<file path="src/hw/rtl/rcmq_pkg.sv">
// Shared types and constants for the range calibrate / median / quality block.
package rcmq_pkg;

	// Field widths.
	localparam int DATA_W = 16;
	localparam int RATE_W = 5;
	localparam int QUAL_W = 7;
	localparam int CNT_W  = 32;
	localparam int REG_W  = 3;

	// Default window depth.
	localparam int WINDOW_DEF = 8;

	// Configuration register indexes.
	localparam logic [REG_W-1:0] REG_CAL_OFFSET = 3'd0;
	localparam logic [REG_W-1:0] REG_CAL_SCALE  = 3'd1;
	localparam logic [REG_W-1:0] REG_RANGE_MIN  = 3'd2;
	localparam logic [REG_W-1:0] REG_RANGE_MAX  = 3'd3;
	localparam logic [REG_W-1:0] REG_CHANGE_THR = 3'd4;

	// Configuration reset values.
	localparam logic [DATA_W-1:0] RST_CAL_OFFSET = 16'd0;
	localparam logic [DATA_W-1:0] RST_CAL_SCALE  = 16'd256;
	localparam logic [DATA_W-1:0] RST_RANGE_MIN  = 16'd30;
	localparam logic [DATA_W-1:0] RST_RANGE_MAX  = 16'd2000;
	localparam logic [DATA_W-1:0] RST_CHANGE_THR = 16'd50;

	// Quality grades and the signal rate thresholds that select them.
	localparam logic [QUAL_W-1:0] QUAL_NONE = 7'd0;
	localparam logic [QUAL_W-1:0] QUAL_LOW  = 7'd25;
	localparam logic [QUAL_W-1:0] QUAL_MID  = 7'd50;
	localparam logic [QUAL_W-1:0] QUAL_GOOD = 7'd75;
	localparam logic [QUAL_W-1:0] QUAL_BEST = 7'd100;
	localparam logic [RATE_W-1:0] RATE_LOW  = 5'd2;
	localparam logic [RATE_W-1:0] RATE_MID  = 5'd5;
	localparam logic [RATE_W-1:0] RATE_GOOD = 5'd10;

	// Control from the sequencer to the rank unit.
	typedef struct packed {
		logic load;       // take the read entry as the candidate, clear the rank
		logic step;       // compare the read entry against the candidate
		logic lower_idx;  // the read entry sits at a lower index than the candidate
	} rank_ctl_t;

endpackage

</file>
<file path="src/hw/rtl/range_calibrate_median_quality.sv">
// Top level: calibration, sequencer for the window median, grading and output register.
// Each reading is taken as one transaction and yields one result transaction. A timed-out
// reading goes from accept straight to the load of a free output register. A valid reading
// passes accept, multiply and calibrate/store, then a rank scan on one shared comparator,
// then the load of a free output register. With an empty window the scan is a single check;
// otherwise each nonzero candidate is ranked against every entry, zero entries are skipped,
// and the scan stops at the median. The input stalls from accept until the result is loaded
// into the output register; a result waiting there does not block the next reading.
// Configuration is written through cfg_we/cfg_index/cfg_data; the user must write it only
// while no reading is in flight, which the block itself does not enforce.
module range_calibrate_median_quality #(
	parameter int WINDOW = rcmq_pkg::WINDOW_DEF
) (
	input  logic                        clk,
	input  logic                        arst_n,
	// Configuration write port.
	input  logic                        cfg_we,
	input  logic [rcmq_pkg::REG_W-1:0]  cfg_index,
	input  logic [rcmq_pkg::DATA_W-1:0] cfg_data,
	// Input channel.
	input  logic                        in_valid,
	output logic                        in_stall,
	input  logic [rcmq_pkg::DATA_W-1:0] raw_mm,
	input  logic                        timed_out,
	input  logic [rcmq_pkg::RATE_W-1:0] signal_rate,
	// Output channel.
	output logic                        out_valid,
	input  logic                        out_stall,
	output logic [rcmq_pkg::DATA_W-1:0] calibrated_mm,
	output logic [rcmq_pkg::DATA_W-1:0] median_mm,
	output logic [rcmq_pkg::QUAL_W-1:0] quality,
	output logic                        range_valid,
	output logic                        big_change,
	output logic [rcmq_pkg::CNT_W-1:0]  total_count,
	output logic [rcmq_pkg::CNT_W-1:0]  valid_count,
	output logic [rcmq_pkg::CNT_W-1:0]  timeout_count
);
	import rcmq_pkg::*;

	localparam int IDX_W = (WINDOW > 1) ? $clog2(WINDOW) : 1;
	localparam int NZ_W  = $clog2(WINDOW + 1);
	localparam logic [IDX_W-1:0] LAST_IDX = IDX_W'(WINDOW - 1);

	// Sequencer states.
	localparam logic [2:0] S_IDLE = 3'd0;
	localparam logic [2:0] S_MUL  = 3'd1;
	localparam logic [2:0] S_CAL  = 3'd2;
	localparam logic [2:0] S_LOAD = 3'd3;
	localparam logic [2:0] S_CMP  = 3'd4;
	localparam logic [2:0] S_CHK  = 3'd5;
	localparam logic [2:0] S_OUT  = 3'd6;

	logic [2:0] state_q;

	// Configuration registers.
	logic [DATA_W-1:0] cal_offset_q, cal_scale_q, range_min_q, range_max_q, change_thr_q;

	// Item and filter state.
	logic [DATA_W-1:0]   raw_q;
	logic [RATE_W-1:0]   rate_q;
	logic [2*DATA_W-1:0] prod_q;
	logic [DATA_W-1:0]   cur_q, prev_q, filt_q;
	logic [QUAL_W-1:0]   qual_q;
	logic [CNT_W-1:0]    total_q, valid_q, tmo_q;
	logic [IDX_W-1:0]    wp_q, i_q, j_q;

	// Output register.
	logic                out_valid_q;
	logic [DATA_W-1:0]   out_cal_q, out_filt_q;
	logic [QUAL_W-1:0]   out_qual_q;
	logic                out_big_q;
	logic [CNT_W-1:0]    out_total_q, out_valid_cnt_q, out_tmo_q;

	logic                in_acc, out_acc, out_load;
	logic [IDX_W-1:0]    win_addr;
	logic                win_we;
	logic [DATA_W-1:0]   win_rd;
	logic [NZ_W-1:0]     nz_count;
	rank_ctl_t           rank_ctl;
	logic [DATA_W-1:0]   cand;
	logic [NZ_W-1:0]     rank;
	logic signed [DATA_W+9:0] cal_sum;
	logic [DATA_W-1:0]   cal_val;
	logic [QUAL_W-1:0]   grade;
	logic [DATA_W-1:0]   diff;

	assign in_stall = (state_q != S_IDLE);
	assign in_acc   = in_valid && !in_stall;
	assign out_acc  = out_valid_q && !out_stall;
	assign out_load = (state_q == S_OUT) && (!out_valid_q || !out_stall);

	// Window port address: write slot, candidate or compared entry.
	always_comb begin
		case (state_q)
			S_CAL:   win_addr = wp_q;
			S_LOAD:  win_addr = i_q;
			default: win_addr = j_q;
		endcase
	end
	assign win_we = (state_q == S_CAL);

	assign rank_ctl.load      = (state_q == S_LOAD);
	assign rank_ctl.step      = (state_q == S_CMP);
	assign rank_ctl.lower_idx = (j_q < i_q);

	rcmq_window #(.WINDOW(WINDOW), .IDX_W(IDX_W), .NZ_W(NZ_W)) u_window (
		.clk      (clk),
		.arst_n   (arst_n),
		.addr     (win_addr),
		.wr_en    (win_we),
		.wr_data  (cal_val),
		.rd_data  (win_rd),
		.nz_count (nz_count)
	);

	rcmq_rank #(.WINDOW(WINDOW), .NZ_W(NZ_W)) u_rank (
		.clk     (clk),
		.arst_n  (arst_n),
		.ctl     (rank_ctl),
		.rd_data (win_rd),
		.cand    (cand),
		.rank    (rank)
	);

	// Scaled reading plus signed offset, clamped to the 16-bit range.
	always_comb begin
		cal_sum = $signed({2'b00, prod_q[2*DATA_W-1:8]}) +
			(DATA_W+10)'($signed(cal_offset_q));
		if (cal_sum < 0) begin
			cal_val = '0;
		end else if (cal_sum > $signed((DATA_W+10)'(16'hFFFF))) begin
			cal_val = '1;
		end else begin
			cal_val = cal_sum[DATA_W-1:0];
		end
	end

	// Quality grade of the fresh calibrated value.
	always_comb begin
		if ((cal_val < range_min_q) || (cal_val > range_max_q)) begin
			grade = QUAL_NONE;
		end else if (rate_q < RATE_LOW) begin
			grade = QUAL_LOW;
		end else if (rate_q < RATE_MID) begin
			grade = QUAL_MID;
		end else if (rate_q < RATE_GOOD) begin
			grade = QUAL_GOOD;
		end else begin
			grade = QUAL_BEST;
		end
	end

	// Distance between the filtered and previous range.
	assign diff = (filt_q >= prev_q) ? (filt_q - prev_q) : (prev_q - filt_q);

	// Configuration writes; unknown indexes are dropped.
	always_ff @(posedge clk or negedge arst_n) begin
		if (!arst_n) begin
			cal_offset_q <= RST_CAL_OFFSET;
			cal_scale_q  <= RST_CAL_SCALE;
			range_min_q  <= RST_RANGE_MIN;
			range_max_q  <= RST_RANGE_MAX;
			change_thr_q <= RST_CHANGE_THR;
		end else if (cfg_we) begin
			case (cfg_index)
				REG_CAL_OFFSET: cal_offset_q <= cfg_data;
				REG_CAL_SCALE:  cal_scale_q  <= cfg_data;
				REG_RANGE_MIN:  range_min_q  <= cfg_data;
				REG_RANGE_MAX:  range_max_q  <= cfg_data;
				REG_CHANGE_THR: change_thr_q <= cfg_data;
				default: ;
			endcase
		end
	end

	// Captured reading and gain product.
	always_ff @(posedge clk) begin
		if (in_acc) begin
			raw_q  <= raw_mm;
			rate_q <= signal_rate;
		end
		if (state_q == S_MUL) begin
			prod_q <= (2*DATA_W)'(raw_q) * (2*DATA_W)'(cal_scale_q);
		end
	end

	// Sequencer and filter state.
	always_ff @(posedge clk or negedge arst_n) begin
		if (!arst_n) begin
			state_q <= S_IDLE;
			cur_q   <= '0;
			prev_q  <= '0;
			filt_q  <= '0;
			qual_q  <= QUAL_NONE;
			total_q <= '0;
			valid_q <= '0;
			tmo_q   <= '0;
			wp_q    <= '0;
			i_q     <= '0;
			j_q     <= '0;
		end else begin
			case (state_q)
				S_IDLE: begin
					if (in_acc) begin
						total_q <= total_q + CNT_W'(1);
						if (timed_out) begin
							tmo_q   <= tmo_q + CNT_W'(1);
							qual_q  <= QUAL_NONE;
							state_q <= S_OUT;
						end else begin
							valid_q <= valid_q + CNT_W'(1);
							state_q <= S_MUL;
						end
					end
				end
				S_MUL: begin
					state_q <= S_CAL;
				end
				S_CAL: begin
					prev_q  <= cur_q;
					cur_q   <= cal_val;
					qual_q  <= grade;
					wp_q    <= (wp_q == LAST_IDX) ? '0 : wp_q + IDX_W'(1);
					i_q     <= '0;
					j_q     <= '0;
					state_q <= S_LOAD;
				end
				S_LOAD: begin
					// With no nonzero entry the current range passes straight through.
					if (nz_count == '0) begin
						filt_q  <= cur_q;
						state_q <= S_OUT;
					end else if (win_rd == '0) begin
						i_q <= i_q + IDX_W'(1);
					end else begin
						j_q     <= '0;
						state_q <= S_CMP;
					end
				end
				S_CMP: begin
					if (j_q == LAST_IDX) begin
						j_q     <= '0;
						state_q <= S_CHK;
					end else begin
						j_q <= j_q + IDX_W'(1);
					end
				end
				S_CHK: begin
					if (rank == (nz_count >> 1)) begin
						filt_q  <= cand;
						state_q <= S_OUT;
					end else begin
						i_q     <= i_q + IDX_W'(1);
						state_q <= S_LOAD;
					end
				end
				S_OUT: begin
					if (out_load) begin
						state_q <= S_IDLE;
					end
				end
				default: begin
					state_q <= S_IDLE;
				end
			endcase
		end
	end

	// Output register valid.
	always_ff @(posedge clk or negedge arst_n) begin
		if (!arst_n) begin
			out_valid_q <= 1'b0;
		end else if (out_load) begin
			out_valid_q <= 1'b1;
		end else if (out_acc) begin
			out_valid_q <= 1'b0;
		end
	end

	// Output register payload.
	always_ff @(posedge clk) begin
		if (out_load) begin
			out_cal_q       <= cur_q;
			out_filt_q      <= filt_q;
			out_qual_q      <= qual_q;
			out_big_q       <= (diff > change_thr_q);
			out_total_q     <= total_q;
			out_valid_cnt_q <= valid_q;
			out_tmo_q       <= tmo_q;
		end
	end

	assign out_valid     = out_valid_q;
	assign calibrated_mm = out_cal_q;
	assign median_mm     = out_filt_q;
	assign quality       = out_qual_q;
	assign range_valid   = (out_qual_q != QUAL_NONE);
	assign big_change    = out_big_q;
	assign total_count   = out_total_q;
	assign valid_count   = out_valid_cnt_q;
	assign timeout_count = out_tmo_q;

endmodule

</file>
<file path="src/hw/rtl/rcmq_window.sv">
// Ring window of calibrated readings with a running count of nonzero entries.
module rcmq_window #(
	parameter int WINDOW = rcmq_pkg::WINDOW_DEF,
	parameter int IDX_W  = (WINDOW > 1) ? $clog2(WINDOW) : 1,
	parameter int NZ_W   = $clog2(WINDOW + 1)
) (
	input  logic                      clk,
	input  logic                      arst_n,
	input  logic [IDX_W-1:0]          addr,
	input  logic                      wr_en,
	input  logic [rcmq_pkg::DATA_W-1:0] wr_data,
	output logic [rcmq_pkg::DATA_W-1:0] rd_data,
	output logic [NZ_W-1:0]           nz_count
);
	import rcmq_pkg::*;

	logic [DATA_W-1:0] store_q [WINDOW];
	logic [NZ_W-1:0]   nz_q;

	// One shared port: the read shows the entry about to be overwritten.
	assign rd_data  = store_q[addr];
	assign nz_count = nz_q;

	// Entry storage, cleared to empty at reset.
	always_ff @(posedge clk or negedge arst_n) begin
		if (!arst_n) begin
			for (int k = 0; k < WINDOW; k++) begin
				store_q[k] <= '0;
			end
		end else if (wr_en) begin
			store_q[addr] <= wr_data;
		end
	end

	// Nonzero count follows each overwrite.
	always_ff @(posedge clk or negedge arst_n) begin
		if (!arst_n) begin
			nz_q <= '0;
		end else if (wr_en) begin
			if ((wr_data != '0) && (rd_data == '0)) begin
				nz_q <= nz_q + NZ_W'(1);
			end else if ((wr_data == '0) && (rd_data != '0)) begin
				nz_q <= nz_q - NZ_W'(1);
			end
		end
	end

endmodule

</file>
<file path="src/hw/rtl/rcmq_rank.sv">
// Shared compare unit that ranks one candidate entry against the window.
module rcmq_rank #(
	parameter int WINDOW = rcmq_pkg::WINDOW_DEF,
	parameter int NZ_W   = $clog2(WINDOW + 1)
) (
	input  logic                        clk,
	input  logic                        arst_n,
	input  rcmq_pkg::rank_ctl_t         ctl,
	input  logic [rcmq_pkg::DATA_W-1:0] rd_data,
	output logic [rcmq_pkg::DATA_W-1:0] cand,
	output logic [NZ_W-1:0]             rank
);
	import rcmq_pkg::*;

	logic [DATA_W-1:0] cand_q;
	logic [NZ_W-1:0]   rank_q;
	logic              ahead;

	// An entry ranks ahead when it is nonzero and sorts before the candidate;
	// equal values are ordered by window index.
	assign ahead = (rd_data != '0) &&
		((rd_data < cand_q) || ((rd_data == cand_q) && ctl.lower_idx));

	assign cand = cand_q;
	assign rank = rank_q;

	// Candidate value.
	always_ff @(posedge clk) begin
		if (ctl.load) begin
			cand_q <= rd_data;
		end
	end

	// Rank accumulator.
	always_ff @(posedge clk or negedge arst_n) begin
		if (!arst_n) begin
			rank_q <= '0;
		end else if (ctl.load) begin
			rank_q <= '0;
		end else if (ctl.step && ahead) begin
			rank_q <= rank_q + NZ_W'(1);
		end
	end

endmodule

</file>
<file path="config.mk">
export PLATFORM = sky130hd
export DESIGN_NAME = range_calibrate_median_quality
export DESIGN_NICKNAME = d
export VERILOG_FILES = /design/src/hw/rtl/rcmq_pkg.sv /design/src/hw/rtl/range_calibrate_median_quality.sv /design/src/hw/rtl/rcmq_window.sv /design/src/hw/rtl/rcmq_rank.sv
export SDC_FILE = /design/constraint.sdc
export NUM_CORES = 2
export LEC_CHECK = 0
export ABC_CLOCK_PERIOD_IN_PS = 10300
export BUFFER_PORTS_ARGS = -buffer_cell sky130_fd_sc_hd__buf_2
export CORE_ASPECT_RATIO = 1.25
export CORE_MARGIN = 5
export CORE_UTILIZATION = 30
export CTS_CLUSTER_DIAMETER = 100
export CTS_CLUSTER_SIZE = 25
export DETAILED_ROUTE_END_ITERATION = 6
export SYNTH_ARGS = -nofsm -noshare
export SYNTH_HDL_FRONTEND = slang
export SYNTH_HIERARCHICAL = 1
export SYNTH_SLANG_ARGS = --single-unit
export TNS_END_PERCENT = 50
</file>
<file path="constraint.sdc">
create_clock -name clk -period 10.3 [get_ports clk]
set_input_delay 1.03 -clock clk [delete_from_list [all_inputs] [get_ports clk]]
set_output_delay 1.03 -clock clk [all_outputs]
set_load 0.02 [all_outputs]
</file>
==> qor.csv <==
stage,metric,value,unit
drt,Via Count,23400,
yosys,Yosys reg bits,575,
clock_network,"CTS clk-pin slew, worst paths",100,ps
timing,Final setup viols,0,
timing,RSZ-0062 raised after global routing,no,
yosys,"FFs w/ async S/R, synth",65.9,%
global_route,vias in the first global route,23700,
flow_run,number of max-cap violations,0,
clock_network,Root Driver,clkbuf_16,
timing,Slew @ Worst Pin,1280,ps
timing,Max Slew Vio Count,0,
cells_and_area,Layout area overhead,10.5,%
critical_path,Startpoint Class,flip-flop,
clock_network,"Clk Latency, worst-skew pair",670,ps
yosys,Synth Cell Area,35300,um^2
global_route,initial antenna violation count,6,
yosys,Post-synth EDFFs,196,
drt,DRC Markers,1,
critical_path,crit end category,flip-flop,
yosys,Post-Syn Nets,3620,
status,status,"complete, but fails checks",
global_route,largest net degree at the start of global routing,100,
timing,Sum Neg Setup Slack,0,ps
global_route,Overall Global Routing Usage,13.7,%
floorplan,core area,117000,um^2
clock_network,Clock Sinks,575,
drt,Pre-antenna DRT Iters,7,
critical_path,Worst EP required,10700,ps
status,failing checks,design-rule violations,
global_route,global route total overflow,0,
timing,period utilisation layout,64.4,%
floorplan,io pins,185,
timing,Setup Skew,34.3,ps
drt,DR iter-0 viols,1702,
timing,Max Clock Freq,0.151,GHz
clock_network,# resized after CTS,0,
placed_design,post-DP HPWL,65.5,mm
yosys,sequential area share after synthesis,43.6,%
drt,WL met3,4.77,mm
floorplan,Die W,317,um
cells_and_area,Multi-input gate area,18200,um^2
clock_network,total setup buffers inserted after CTS,0,
yosys,Mapped Cells,3143,
floorplan,die area,125000,um^2
cells_and_area,diodes inserted,0,
drt,max layer used,met4,
yosys,Syn Area/Cell,11.2,um^2
yosys,Synth cell types,85,
drt,metal2 WL,40.6,mm
critical_path,maximum fanout along the worst path,16,
clock_network,Num CTS Buffers,31,
clock_network,H-tree depth,1,
drt,routed vias/inst,4.81,
cells_and_area,# fillers,11800,
drt,Detailed Route WL,86.5,mm
placed_design,GPL Wtd Cong,0.882,
floorplan,die height,393,um
timing,final hold violations,0,
cells_and_area,nets,3750,
drt,DRT antenna net count,0,
timing,slew margin rel.,14.7,%
min_path,HP Class,input pin to asynchronous set/reset pin,
timing,crit path time final,6630,ps
global_route,first-pass GRT wire length,137,mm
clock_network,cts hold-fix bufs,0,
placed_design,PortBufs,184,
floorplan,# rows,140,
clock_network,TritonCTS clock tree,built,
floorplan,Initial Util,30.3,%
yosys,warnings from Yosys,6,
yosys,primary flip-flop cell chosen by synthesis mapping,dfrtp_1,
cells_and_area,FF/Latch Area,15400,um^2
clock_network,clock tree buffer depth,3,
drt,routed len/inst,17.8,um
critical_path,CP Data Arrival Time,7030,ps
cells_and_area,layout cells sized above 1,16.3,%
critical_path,crit path kind,flip-flop to flip-flop,
drt,Metal-1 WL,39.3,mm
==> synth_stat cells, drive strengths merged (10+ instances only) <==
library cell  count  share of area, %
nor3             43              0.64
and3             31              0.55
o21ai           144               2.1
nor2b            22              0.39
nor2             81              0.87
dfrtp           365                26
a221oi           13              0.34
buf              35              0.49
a21oi           105               1.5
a21o             43              0.91
inv             340               3.6
o21a             17              0.36
or2              10              0.18
nand3            62              0.88
and4             13              0.33
xnor2           104               2.6
clkbuf           79              0.84
and2             99               1.8
edfxtp          196                17
mux2i            37               1.0
ha              234               8.3
fa              197                11
xor2             48               1.2
nand4            45              0.84
mux2            203               6.5
dfstp            14               1.0
nor4             13              0.25
o211ai           12              0.26
nand2           367               3.9
mux4             16               1.0
nand2b           21              0.37
==> worst max-delay path, stage by stage (launching register included) <==
cell and delay, ps:
edfxtp_1 710, nand2_1 170, fa_1 570, inv_1 60
fa_1 560, fa_1 440, fa_1 490, inv_1 50
fa_1 530, inv_1 50, fa_1 480, ha_1 350
a2111o_1 380, a211o_1 280, nor3b_1 180, o211a_1 310
o211ai_1 240, nand2_1 90, o41ai_1 310, xnor2_1 110
==> registers in the layout, summed over array words and instances, names as in the netlist, 24 cells and up <==
name	count
total_q	32
tmo_q	32
valid_q	32
total_count	32
u_window/store_q	128
prod_q	24
valid_count	32
timeout_count	32
==> area by class of cell <==
cell class	count	area share [%]
Timing Repair Buffer	211	2.91
Tap cell	1562	5.01
Inverter	340	3.27
Clock buffer	45	2.20
Sequential cell	575	39.4
Clock inverter	12	0.433
Multi-Input combinational cell	2114	46.7
==> routing by layer <==
layer  vias up  track usage (%)
met1     11700             19.2
met4         0             2.69
li1      11000                -
met3        99             1.97
met2       583             22.8
met5         -                0
==> path summary, 6_finish.rpt <==
path,from,endpoint,slack (ps),cells past startpoint
setup reg to reg,raw_q[6]$_DFFE_PP_,prod_q[31]$_DFFE_PP_,3670,19
setup / recovery,raw_q[6]$_DFFE_PP_,prod_q[31]$_DFFE_PP_,3670,19
min in group clk,qual_q[2]$_DFFE_PN0P_,quality[2]$_DFFE_PP_,460,0
hold reg to reg,qual_q[2]$_DFFE_PN0P_,quality[2]$_DFFE_PP_,460,0
max in group asynchronous,arst_n,u_window/store_q[54]$_DFFE_PN0P_,7560,3
hold / removal,arst_n,tmo_q[18]$_DFFE_PN0P_,350,1
==> cells by family after synthesis <==
group / Yosys count / synth area share, %
AO/OA/AOI/OAI: 430 / 7.83
AND/OR/NAND/NOR: 845 / 11.8
XOR/XNOR: 152 / 3.77
multiplexers: 256 / 8.55
flip-flops: 575 / 43.6
buffers and inverters: 454 / 4.95
adder cells (fa/ha/maj): 431 / 19.5
==> per-stage QoR <==
| step | utilization, % | instances | setup WS (ps) | cell area (um^2) | hold WS [ps] |
|---|---|---|---|---|---|
| 6_report | 33.4 | 4859 | 3670 | 39000 | 345 |
| 3_5_place_dp | 32.6 | 4802 | 3640 | 38000 | 433 |
| 4_1_cts | 33.4 | 4859 | 3630 | 39000 | 374 |
| 5_1_grt | 33.4 | 4859 | 3330 | 39000 | 398 |
| 3_3_place_gp | 32.6 | 4802 | 3750 | 38000 | 434 |
| 2_1_floorplan | - | 3143 | 2140 | 35300 | 425 |
==> cells in the final DEF, fill, tap and decap left out, drive strengths merged, types with 43 or more instances in the layout <==
master and n:
clkbuf 45, nor3 43, nor2 81, nand4 45, o21ai 144, nand3 62
and2 99, fa 197, dfrtp 365, ha 234, edfxtp 196, a21o 43
mux2 203, xor2 48, xnor2 104, buf 211, inv 346, a21oi 105
nand2 367
Power is not shown: default switching activity piles up to over one toggle a cycle in this logic, so the estimate is an artifact.
